$ cat src/blwt_pkg.sv
// Shared types and constants for the board line-window tracker.
// No dependencies; imported by board_line_window_tracker_core.
package blwt_pkg;

  localparam int BOARD_MAX_DEF       = 32;
  localparam int WINDOW_HALF_MAX_DEF = 5;

  // field widths on the stream ports
  localparam int FUNC_W   = 2;
  localparam int COORD_IN = 5;
  localparam int STONE_W  = 2;
  localparam int DIR_W    = 2;
  localparam int WIN_W    = 22;
  localparam int STAT_W   = 2;
  localparam int IN_W     = FUNC_W + 2 * COORD_IN + STONE_W + DIR_W;  // 16
  localparam int OUT_W    = WIN_W + STAT_W;                           // 24

  // configuration register widths and reset values
  localparam int HALF_W   = 3;
  localparam int SIZE_W   = 6;
  localparam int CFG_W    = 6;
  localparam logic [HALF_W-1:0] HALF_RST = 3'd5;
  localparam logic [SIZE_W-1:0] ROWS_RST = 6'd15;
  localparam logic [SIZE_W-1:0] COLS_RST = 6'd15;

  // signed working width for offset coordinates and board limits
  localparam int COORD_W  = 8;
  localparam int K_W      = 4;
  localparam int OFF_W    = 5;

  typedef enum logic [1:0] {
    CFG_WINDOW_HALF = 2'd0,
    CFG_BOARD_ROWS  = 2'd1,
    CFG_BOARD_COLS  = 2'd2,
    CFG_UNUSED      = 2'd3
  } cfg_idx_t;

  typedef enum logic [FUNC_W-1:0] {
    FN_PLACE  = 2'd0,
    FN_REMOVE = 2'd1,
    FN_READ   = 2'd2,
    FN_CLEAR  = 2'd3
  } func_t;

  typedef enum logic [DIR_W-1:0] {
    DIR_HORZ = 2'd0,
    DIR_VERT = 2'd1,
    DIR_DIAG = 2'd2,
    DIR_ANTI = 2'd3
  } dir_t;

  typedef enum logic [STAT_W-1:0] {
    STAT_OK    = 2'd0,
    STAT_BUSY  = 2'd1,
    STAT_RANGE = 2'd2,
    STAT_STONE = 2'd3
  } status_t;

  localparam logic [1:0] CELL_EMPTY  = 2'd0;
  localparam logic [1:0] CELL_CROSS  = 2'd1;
  localparam logic [1:0] CELL_CIRCLE = 2'd2;
  localparam logic [1:0] CELL_OFF    = 2'd3;

  typedef enum logic [2:0] {
    S_CLEAR,
    S_IDLE,
    S_DECODE,
    S_WIN_ISSUE,
    S_WIN_COLLECT,
    S_CELL_CHECK,
    S_DONE
  } state_t;

endpackage

$ cat src/board_line_window_tracker_core.sv
// Board line-window tracker: grid store, sequencer and stream ports.
// Depends on blwt_pkg (types, codes, widths).
// One item at a time: the next beat is taken once the result is loaded into
//   the output register.
// Reset: synchronous, active low; a clearing pass (one row per cycle)
//   follows, during which in_tready stays low. Config writes work.
module board_line_window_tracker_core
  import blwt_pkg::*;
#(
  parameter int BOARD_MAX       = BOARD_MAX_DEF,
  parameter int WINDOW_HALF_MAX = WINDOW_HALF_MAX_DEF
) (
  input  logic              clk,
  input  logic              rst_n,
  // in_tdata: func[1:0], row[6:2], col[11:7], stone[13:12], direction[15:14]
  input  logic              in_tvalid,
  output logic              in_tready,
  input  logic [IN_W-1:0]   in_tdata,
  // out_tdata: window[21:0], status[23:22]
  output logic              out_tvalid,
  input  logic              out_tready,
  output logic [OUT_W-1:0]  out_tdata,
  input  logic              cfg_wr_en,
  input  logic [1:0]        cfg_index,
  input  logic [CFG_W-1:0]  cfg_wdata
);

  localparam int AW    = (BOARD_MAX > 1) ? $clog2(BOARD_MAX) : 1;
  localparam int ROW_W = 2 * BOARD_MAX;

  // ---------------------------------------------------------------------------
  // Board store: one memory row holds a whole board row, two bits per cell.
  // ---------------------------------------------------------------------------
  logic [ROW_W-1:0] board_mem [BOARD_MAX];
  logic [ROW_W-1:0] rd_data_r;
  logic [AW-1:0]    rd_addr;
  logic             wr_en;
  logic [AW-1:0]    wr_addr;
  logic [ROW_W-1:0] wr_data;

  always_ff @(posedge clk) begin
    if (wr_en) begin
      board_mem[wr_addr] <= wr_data;
    end
    rd_data_r <= board_mem[rd_addr];
  end

  // ---------------------------------------------------------------------------
  // Configuration registers
  // ---------------------------------------------------------------------------
  logic [HALF_W-1:0] window_half_r;
  logic [SIZE_W-1:0] board_rows_r;
  logic [SIZE_W-1:0] board_cols_r;

  always_ff @(posedge clk) begin
    if (!rst_n) begin
      window_half_r <= HALF_RST;
      board_rows_r  <= ROWS_RST;
      board_cols_r  <= COLS_RST;
    end else if (cfg_wr_en) begin
      case (cfg_idx_t'(cfg_index))
        CFG_WINDOW_HALF: window_half_r <= cfg_wdata[HALF_W-1:0];
        CFG_BOARD_ROWS:  board_rows_r  <= cfg_wdata[SIZE_W-1:0];
        CFG_BOARD_COLS:  board_cols_r  <= cfg_wdata[SIZE_W-1:0];
        default: ;
      endcase
    end
  end

  // effective limits: oversize sizes clamp to the store size, the half width to WINDOW_HALF_MAX
  logic signed [COORD_W-1:0] lim_rows, lim_cols;
  logic [HALF_W-1:0]         half_eff;
  logic [K_W-1:0]            k_last;

  always_comb begin
    lim_rows = (COORD_W'(board_rows_r) > COORD_W'(BOARD_MAX)) ?
               COORD_W'(BOARD_MAX) : COORD_W'(board_rows_r);
    lim_cols = (COORD_W'(board_cols_r) > COORD_W'(BOARD_MAX)) ?
               COORD_W'(BOARD_MAX) : COORD_W'(board_cols_r);
    half_eff = (window_half_r > HALF_W'(WINDOW_HALF_MAX)) ?
               HALF_W'(WINDOW_HALF_MAX) : window_half_r;
    k_last   = {half_eff, 1'b0};
  end

  // ---------------------------------------------------------------------------
  // Item registers
  // ---------------------------------------------------------------------------
  state_t               state_r, state_nxt;
  logic [FUNC_W-1:0]    func_r;
  logic [COORD_IN-1:0]  row_r, col_r;
  logic [STONE_W-1:0]   stone_r;
  logic [DIR_W-1:0]     dir_r;
  logic [K_W-1:0]       k_r, k_nxt;
  logic [WIN_W-1:0]     window_r, window_nxt;
  logic [STAT_W-1:0]    status_r, status_nxt;
  logic [AW-1:0]        col_idx_r, col_idx_nxt;
  logic                 off_r, off_nxt;
  logic [AW-1:0]        clr_addr_r, clr_addr_nxt;
  logic                 clr_item_r, clr_item_nxt;
  logic                 out_valid_r, out_valid_nxt;
  logic [OUT_W-1:0]     out_data_r, out_data_nxt;

  logic in_beat;
  assign in_tready  = (state_r == S_IDLE);
  assign in_beat    = in_tvalid && in_tready;
  assign out_tvalid = out_valid_r;
  assign out_tdata  = out_data_r;

  // ---------------------------------------------------------------------------
  // Shared coordinate unit: centre plus offset, checked against the limits.
  // Used once per window position, and with zero offset for the centre cell.
  // ---------------------------------------------------------------------------
  logic signed [OFF_W-1:0]   off_d, off_dr, off_dc;
  logic signed [COORD_W-1:0] cr, cc;
  logic                      c_inb;
  logic [AW-1:0]             cr_idx, cc_idx;
  logic                      centre_sel;

  assign centre_sel = (state_r == S_DECODE);

  always_comb begin
    off_d  = OFF_W'(signed'({1'b0, k_r})) - OFF_W'(signed'({1'b0, half_eff}));
    off_dr = '0;
    off_dc = '0;
    if (!centre_sel) begin
      case (dir_t'(dir_r))
        DIR_HORZ: off_dc = off_d;
        DIR_VERT: off_dr = off_d;
        DIR_DIAG: begin
          off_dr = off_d;
          off_dc = off_d;
        end
        DIR_ANTI: begin
          off_dr = -off_d;
          off_dc = off_d;
        end
        default: ;
      endcase
    end
    cr     = COORD_W'(signed'({1'b0, row_r})) + COORD_W'(off_dr);
    cc     = COORD_W'(signed'({1'b0, col_r})) + COORD_W'(off_dc);
    c_inb  = (cr >= 0) && (cr < lim_rows) && (cc >= 0) && (cc < lim_cols);
    cr_idx = cr[AW-1:0];
    cc_idx = cc[AW-1:0];
  end

  // cell picked out of the registered row
  logic [1:0]       cell_rd;
  logic [1:0]       cell_val;
  logic [ROW_W-1:0] row_mod;
  logic [1:0]       new_cell;

  always_comb begin
    cell_rd  = rd_data_r[{col_idx_r, 1'b0} +: 2];
    cell_val = off_r ? CELL_OFF : cell_rd;
    new_cell = (func_t'(func_r) == FN_PLACE) ? stone_r : CELL_EMPTY;
    row_mod  = rd_data_r;
    row_mod[{col_idx_r, 1'b0} +: 2] = new_cell;
  end

  // ---------------------------------------------------------------------------
  // Sequencer: next state
  // ---------------------------------------------------------------------------
  always_comb begin
    state_nxt = state_r;
    case (state_r)
      S_CLEAR: begin
        if (clr_addr_r == AW'(BOARD_MAX - 1)) begin
          state_nxt = clr_item_r ? S_DONE : S_IDLE;
        end
      end
      S_IDLE: begin
        if (in_beat) state_nxt = S_DECODE;
      end
      S_DECODE: begin
        if (func_t'(func_r) == FN_CLEAR) begin
          state_nxt = S_CLEAR;
        end else if (!c_inb) begin
          state_nxt = S_DONE;
        end else if (func_t'(func_r) == FN_READ) begin
          state_nxt = S_WIN_ISSUE;
        end else if (stone_r != CELL_CROSS && stone_r != CELL_CIRCLE) begin
          state_nxt = S_DONE;
        end else begin
          state_nxt = S_CELL_CHECK;
        end
      end
      S_WIN_ISSUE:   state_nxt = S_WIN_COLLECT;
      S_WIN_COLLECT: state_nxt = (k_r == k_last) ? S_DONE : S_WIN_ISSUE;
      S_CELL_CHECK:  state_nxt = S_DONE;
      S_DONE: begin
        if (!out_valid_r || out_tready) state_nxt = S_IDLE;
      end
      default: state_nxt = S_IDLE;
    endcase
  end

  // ---------------------------------------------------------------------------
  // Sequencer: datapath and store controls
  // ---------------------------------------------------------------------------
  always_comb begin
    k_nxt         = k_r;
    window_nxt    = window_r;
    status_nxt    = status_r;
    col_idx_nxt   = col_idx_r;
    off_nxt       = off_r;
    clr_addr_nxt  = clr_addr_r;
    clr_item_nxt  = clr_item_r;
    out_data_nxt  = out_data_r;
    out_valid_nxt = out_valid_r && !out_tready;
    rd_addr       = cr_idx;
    wr_en         = 1'b0;
    wr_addr       = clr_addr_r;
    wr_data       = '0;

    case (state_r)
      S_CLEAR: begin
        wr_en        = 1'b1;
        clr_addr_nxt = clr_addr_r + AW'(1);
        if (clr_addr_r == AW'(BOARD_MAX - 1)) clr_addr_nxt = '0;
      end
      S_DECODE: begin
        // centre row read goes out now; place/remove check it next cycle
        k_nxt       = '0;
        window_nxt  = '0;
        col_idx_nxt = cc_idx;
        off_nxt     = 1'b0;
        status_nxt  = STAT_OK;
        if (func_t'(func_r) == FN_CLEAR) begin
          clr_item_nxt = 1'b1;
        end else if (!c_inb) begin
          status_nxt = STAT_RANGE;
        end else if (func_t'(func_r) != FN_READ &&
                     stone_r != CELL_CROSS && stone_r != CELL_CIRCLE) begin
          status_nxt = STAT_STONE;
        end
      end
      S_WIN_ISSUE: begin
        col_idx_nxt = cc_idx;
        off_nxt     = !c_inb;
      end
      S_WIN_COLLECT: begin
        window_nxt[{k_r, 1'b0} +: 2] = cell_val;
        k_nxt = k_r + K_W'(1);
      end
      S_CELL_CHECK: begin
        wr_addr = AW'(row_r);
        wr_data = row_mod;
        if (func_t'(func_r) == FN_PLACE) begin
          if (cell_rd != CELL_EMPTY) status_nxt = STAT_BUSY;
          else                       wr_en = 1'b1;
        end else begin
          if (cell_rd != stone_r) status_nxt = STAT_BUSY;
          else                    wr_en = 1'b1;
        end
      end
      S_DONE: begin
        if (!out_valid_r || out_tready) begin
          out_valid_nxt = 1'b1;
          out_data_nxt  = {status_r, window_r};
          clr_item_nxt  = 1'b0;
        end
      end
      default: ;
    endcase
  end

  always_ff @(posedge clk) begin
    if (!rst_n) begin
      state_r     <= S_CLEAR;
      clr_addr_r  <= '0;
      clr_item_r  <= 1'b0;
      out_valid_r <= 1'b0;
    end else begin
      state_r     <= state_nxt;
      clr_addr_r  <= clr_addr_nxt;
      clr_item_r  <= clr_item_nxt;
      out_valid_r <= out_valid_nxt;
    end
  end

  always_ff @(posedge clk) begin
    if (in_beat) begin
      func_r  <= in_tdata[1:0];
      row_r   <= in_tdata[6:2];
      col_r   <= in_tdata[11:7];
      stone_r <= in_tdata[13:12];
      dir_r   <= in_tdata[15:14];
    end
    k_r        <= k_nxt;
    window_r   <= window_nxt;
    status_r   <= status_nxt;
    col_idx_r  <= col_idx_nxt;
    off_r      <= off_nxt;
    out_data_r <= out_data_nxt;
  end

endmodule

$ cat config.mk
export PLATFORM = sky130hd
export DESIGN_NAME = board_line_window_tracker_core
export DESIGN_NICKNAME = d
export VERILOG_FILES = /design/src/blwt_pkg.sv /design/src/board_line_window_tracker_core.sv
export SDC_FILE = /design/constraint.sdc
export NUM_CORES = 2
export LEC_CHECK = 0
export BUFFER_PORTS_ARGS = -buffer_cell sky130_fd_sc_hd__clkbuf_2
export CAP_MARGIN = 25
export CORE_UTILIZATION = 45
export CTS_CLUSTER_DIAMETER = 50
export DETAILED_ROUTE_END_ITERATION = 8
export GPL_ROUTABILITY_DRIVEN = 0
export SYNTH_ARGS = -nofsm -noshare
export SYNTH_HDL_FRONTEND = slang
export SYNTH_SLANG_ARGS = --single-unit
$ cat constraint.sdc
create_clock -name clk -period 7.13 [get_ports clk]
set_input_delay 0.3565 -clock clk [delete_from_list [all_inputs] [get_ports clk]]
set_output_delay 0.3565 -clock clk [all_outputs]
set_load 0.05 [all_outputs]
==> results.json <==
{
  "synth_cell_type_count": 69,
  "htreeDepth": 4,
  "multi_input_area_sq_mm": 0.0204,
  "clkSinkCount": 2211,
  "first_global_vias": 41666,
  "drc": 0,
  "synthArstFlopShare": 0,
  "track_usage": 0.226,
  "cp.required_ps": 7860,
  "dieWidth_microns": 440,
  "ctsLongestPathBuffers": 3,
  "r2r_end": "rd_data_r[16]$_DFF_P_",
  "routed_wl_microns": 217000,
  "syn-mean-instance-area_sq_um": 22.2,
  "yosysTopAreaCell": "edfxtp_1",
  "drive_gt1_frac": 0.317,
  "synthTopCellsByArea": "edfxtp_1, mux4_2, dfxtp_1",
  "fin_worst_skew_ps": 58.0,
  "numPortBuffers": 54,
  "viasPerCell": 6.05,
  "finalCriticalPeriod_ps": 5460,
  "antenna_found_initial": 0,
  "grt_max_degree": 122,
  "crit_fanout": 14,
  "clk_latency_ps": 890,
  "setup_violations": 0,
  "rows": 160,
  "ys_seq_area_frac": 0.759,
  "syn_inst": 3887,
  "slew_headroom": 0.264,
  "core-area_sq_mm": 0.190,
  "overflow": 0,
  "die_h_microns": 440,
  "synth_edf_count": 2122,
  "dp_cells": 6441,
  "fmax_ghz": 0.183,
  "synth_ff_type": "edfxtp_1",
  "tns_ps": 0,
  "ant_nets": 0,
  "vdd_drop_max_mv": 0.187,
  "worst-r2r-cell-count": 16,
  "wl_per_cell_microns": 31.5,
  "yosysWarnings": 0,
  "arrival_ps": 6190,
  "initial_core_util": 0.453,
  "synth_area_sq_mm": 0.0863,
  "rsz0062_at_grt": "no",
  "hpwl_microns": 114000,
  "dieArea_sq_mm": 0.194,
  "area_delta_synth_final_pct": 15.0,
  "final_nets": 4259,
  "synth_nets": 3961,
  "period_share": 0.766,
  "finalHoldViolCount": 0,
  "postCtsSetupBuffers": 0,
  "endpoint_kind": "register",
  "r2r_setup_slack_ps": 1670,
  "min_path_type": "in2reg",
  "whs_endpoint": "board_rows_r[1]$_SDFFE_PN1P_",
  "num_io_pins": 55,
  "final-seq-area_sq_mm": 0.0655,
  "cp-start-kind": "register",
  "r2r-start": "k_r[0]$_SDFFCE_PN0P_",
  "cap_violations": 0,
  "cts_tree": "yes",
  "final-max-slew-violation-count": 0,
  "via_count": 41704,
  "min_delay_path_depth": 4,
  "synth_top_area_share": 0.738,
  "worst_pin_slew_ps": 1100,
  "nFillCells": 14542,
  "status": "finished, final reports clean",
  "synth-seq-cells": 2211,
  "drtPass1Iterations": 5,
  "grt_pass1_wl_microns": 310000,
  "ctsRootBufferMaster": "clkbuf_16",
  "initialDrtViolationCount": 4471,
  "numCtsBuffers": 221,
  "hp-start": "cfg_wr_en",
  "fin_cells": 6893,
  "power.density_mw_per_mm2": 263,
  "path_clk_slew_ps": 60,
  "crit_type": "reg2reg",
  "p_leak_nw": 35.9
}
## flip-flops by register name, indices dropped and copies added, names as in the netlist
signal         flops
clr_addr_r         5
window_r          22
board_rows_r       6
clr_item_r         1
status_r           2
dir_r              2
rd_data_r         64
col_r              5
board_mem       2048
off_r              1
row_r              5
col_idx_r          5
window_half_r      3
func_r             2
board_cols_r       6
out_tvalid         1
out_tdata         24
state_r            3
k_r                4
stone_r            2
## final cells by class
cell class | instances | share of cell area
flip-flops and latches | 2211 | 0.660
multi-input cells | 1449 | 0.206
diodes | 1 | 0.0000252
repair buffers | 272 | 0.0290
well taps | 2511 | 0.0317
clock buffers | 296 | 0.0603
inverters | 30 | 0.00113
clock inverters | 123 | 0.0117
## worst max-delay path, stage by stage, from the launching register on
cell and delay, ps:
edfxtp_1 560, inv_1 170, ha_1 180, inv_1 60, fa_1 560, inv_1 80
ha_1 290, a22oi_1 180, nor2_1 110, fa_4 460, a21o_1 170, a21oi_1 370
xor2_4 510, buf_4 370, buf_4 380, mux4_2 550, mux2_2 270
## per-stage QoR
step	area, sq um	total power [mW]	hold WS, ps	utilization	worst slack (ps)
3_5_place_dp	91700	15.0	443	0.482	1640
6_report	99200	26.1	122	0.521	1670
2_1_floorplan	86300	14.8	400	-	1390
4_1_cts	99200	26.3	44.5	0.521	1630
3_3_place_gp	91200	15.0	436	0.479	1650
5_1_grt	99200	26.8	111	0.521	1340
## Yosys cell counts (4+ instances only)
| master | n |
|---|---|
| a21boi_0 | 7 |
| a21o_1 | 6 |
| a21oi_1 | 111 |
| a22oi_1 | 7 |
| a31oi_1 | 6 |
| and2_1 | 7 |
| buf_2 | 64 |
| buf_4 | 4 |
| buf_6 | 4 |
| clkbuf_1 | 123 |
| dfxtp_1 | 89 |
| edfxtp_1 | 2122 |
| ha_1 | 42 |
| inv_1 | 30 |
| mux2_2 | 64 |
| mux2i_1 | 64 |
| mux4_2 | 642 |
| nand2_1 | 157 |
| nand2b_1 | 7 |
| nand3_1 | 63 |
| nand3b_1 | 8 |
| nand4_1 | 8 |
| nor2_1 | 90 |
| nor2b_1 | 20 |
| nor3_1 | 16 |
| nor3b_1 | 9 |
| o21ai_0 | 16 |
| o31a_1 | 4 |
| o31ai_1 | 7 |
| or2_2 | 5 |
| or3b_2 | 6 |
| xnor2_1 | 14 |
| xor2_1 | 5 |
## cells in the final DEF (no fill, tap or decap), types with 15 or more instances in the layout
cell,count
edfxtp_1,2122
mux4_2,642
clkbuf_16,222
nand2_1,157
buf_4,106
dfxtp_1,89
nor2_1,82
mux2i_1,64
mux2_2,64
nand3_1,63
clkbuf_1,59
clkbuf_2,54
buf_12,48
a21oi_2,46
ha_1,41
clkinv_1,40
a21oi_1,33
clkinv_2,33
a21oi_4,32
inv_1,30
buf_8,30
dlygate4sd3_1,28
nor2b_1,20
o21ai_0,16
nor3_1,16
clkbuf_8,15
## kinds of logic (layout without fill, tap and decap cells)
kind of cell / after synthesis / in the layout / share of synthesized area
buf+inv: 227 / 721 / 0.0113
compound gates: 195 / 195 / 0.0145
flops: 2211 / 2211 / 0.759
mux: 772 / 772 / 0.184
simple gates: 418 / 418 / 0.0228
fa+ha+maj: 45 / 45 / 0.00678
xor+xnor: 19 / 19 / 0.00193
other cells: 0 / 1 / 0
## report_power, final
part           switching, mW  internal, mW  leakage [nW]  total [mW]
logic                  0.317         0.195          8.10       0.512
registers             0.0451          14.2          24.4        14.2
clock network           5.01          6.35          3.47        11.4
total                   5.37          20.7          35.9        26.1
## how the worst max path moves through the flow
| stage | start | endpoint | slack (ps) | depth (start not counted) |
|---|---|---|---|---|
| after detailed placement | k_r[0]$_SDFFCE_PN0P_ | rd_data_r[24]$_DFF_P_ | 1640 | 16 |
| after CTS | k_r[0]$_SDFFCE_PN0P_ | rd_data_r[24]$_DFF_P_ | 1630 | 16 |
| after global routing | k_r[0]$_SDFFCE_PN0P_ | rd_data_r[25]$_DFF_P_ | 1340 | 16 |
| final | k_r[0]$_SDFFCE_PN0P_ | rd_data_r[16]$_DFF_P_ | 1670 | 16 |
| after floorplan | col_idx_r[0]$_DFFE_PP_ | board_mem[31][0]$_DFFE_PP_ | 1390 | 9 |
| after global placement | k_r[0]$_SDFFCE_PN0P_ | rd_data_r[24]$_DFF_P_ | 1650 | 18 |
## repair_timing
item,in CTS,in global routing
resized for setup,0,0
hold buffers,28,0
endpoints found under the hold margin,34,0
## per-layer routing
metal  global-route usage  part of all wire
met1                0.332              0.43
met2                0.356              0.48
met3               0.0348             0.072
met4               0.0605             0.023
met5                    0                 0
Power figures use the tool's default switching activity.
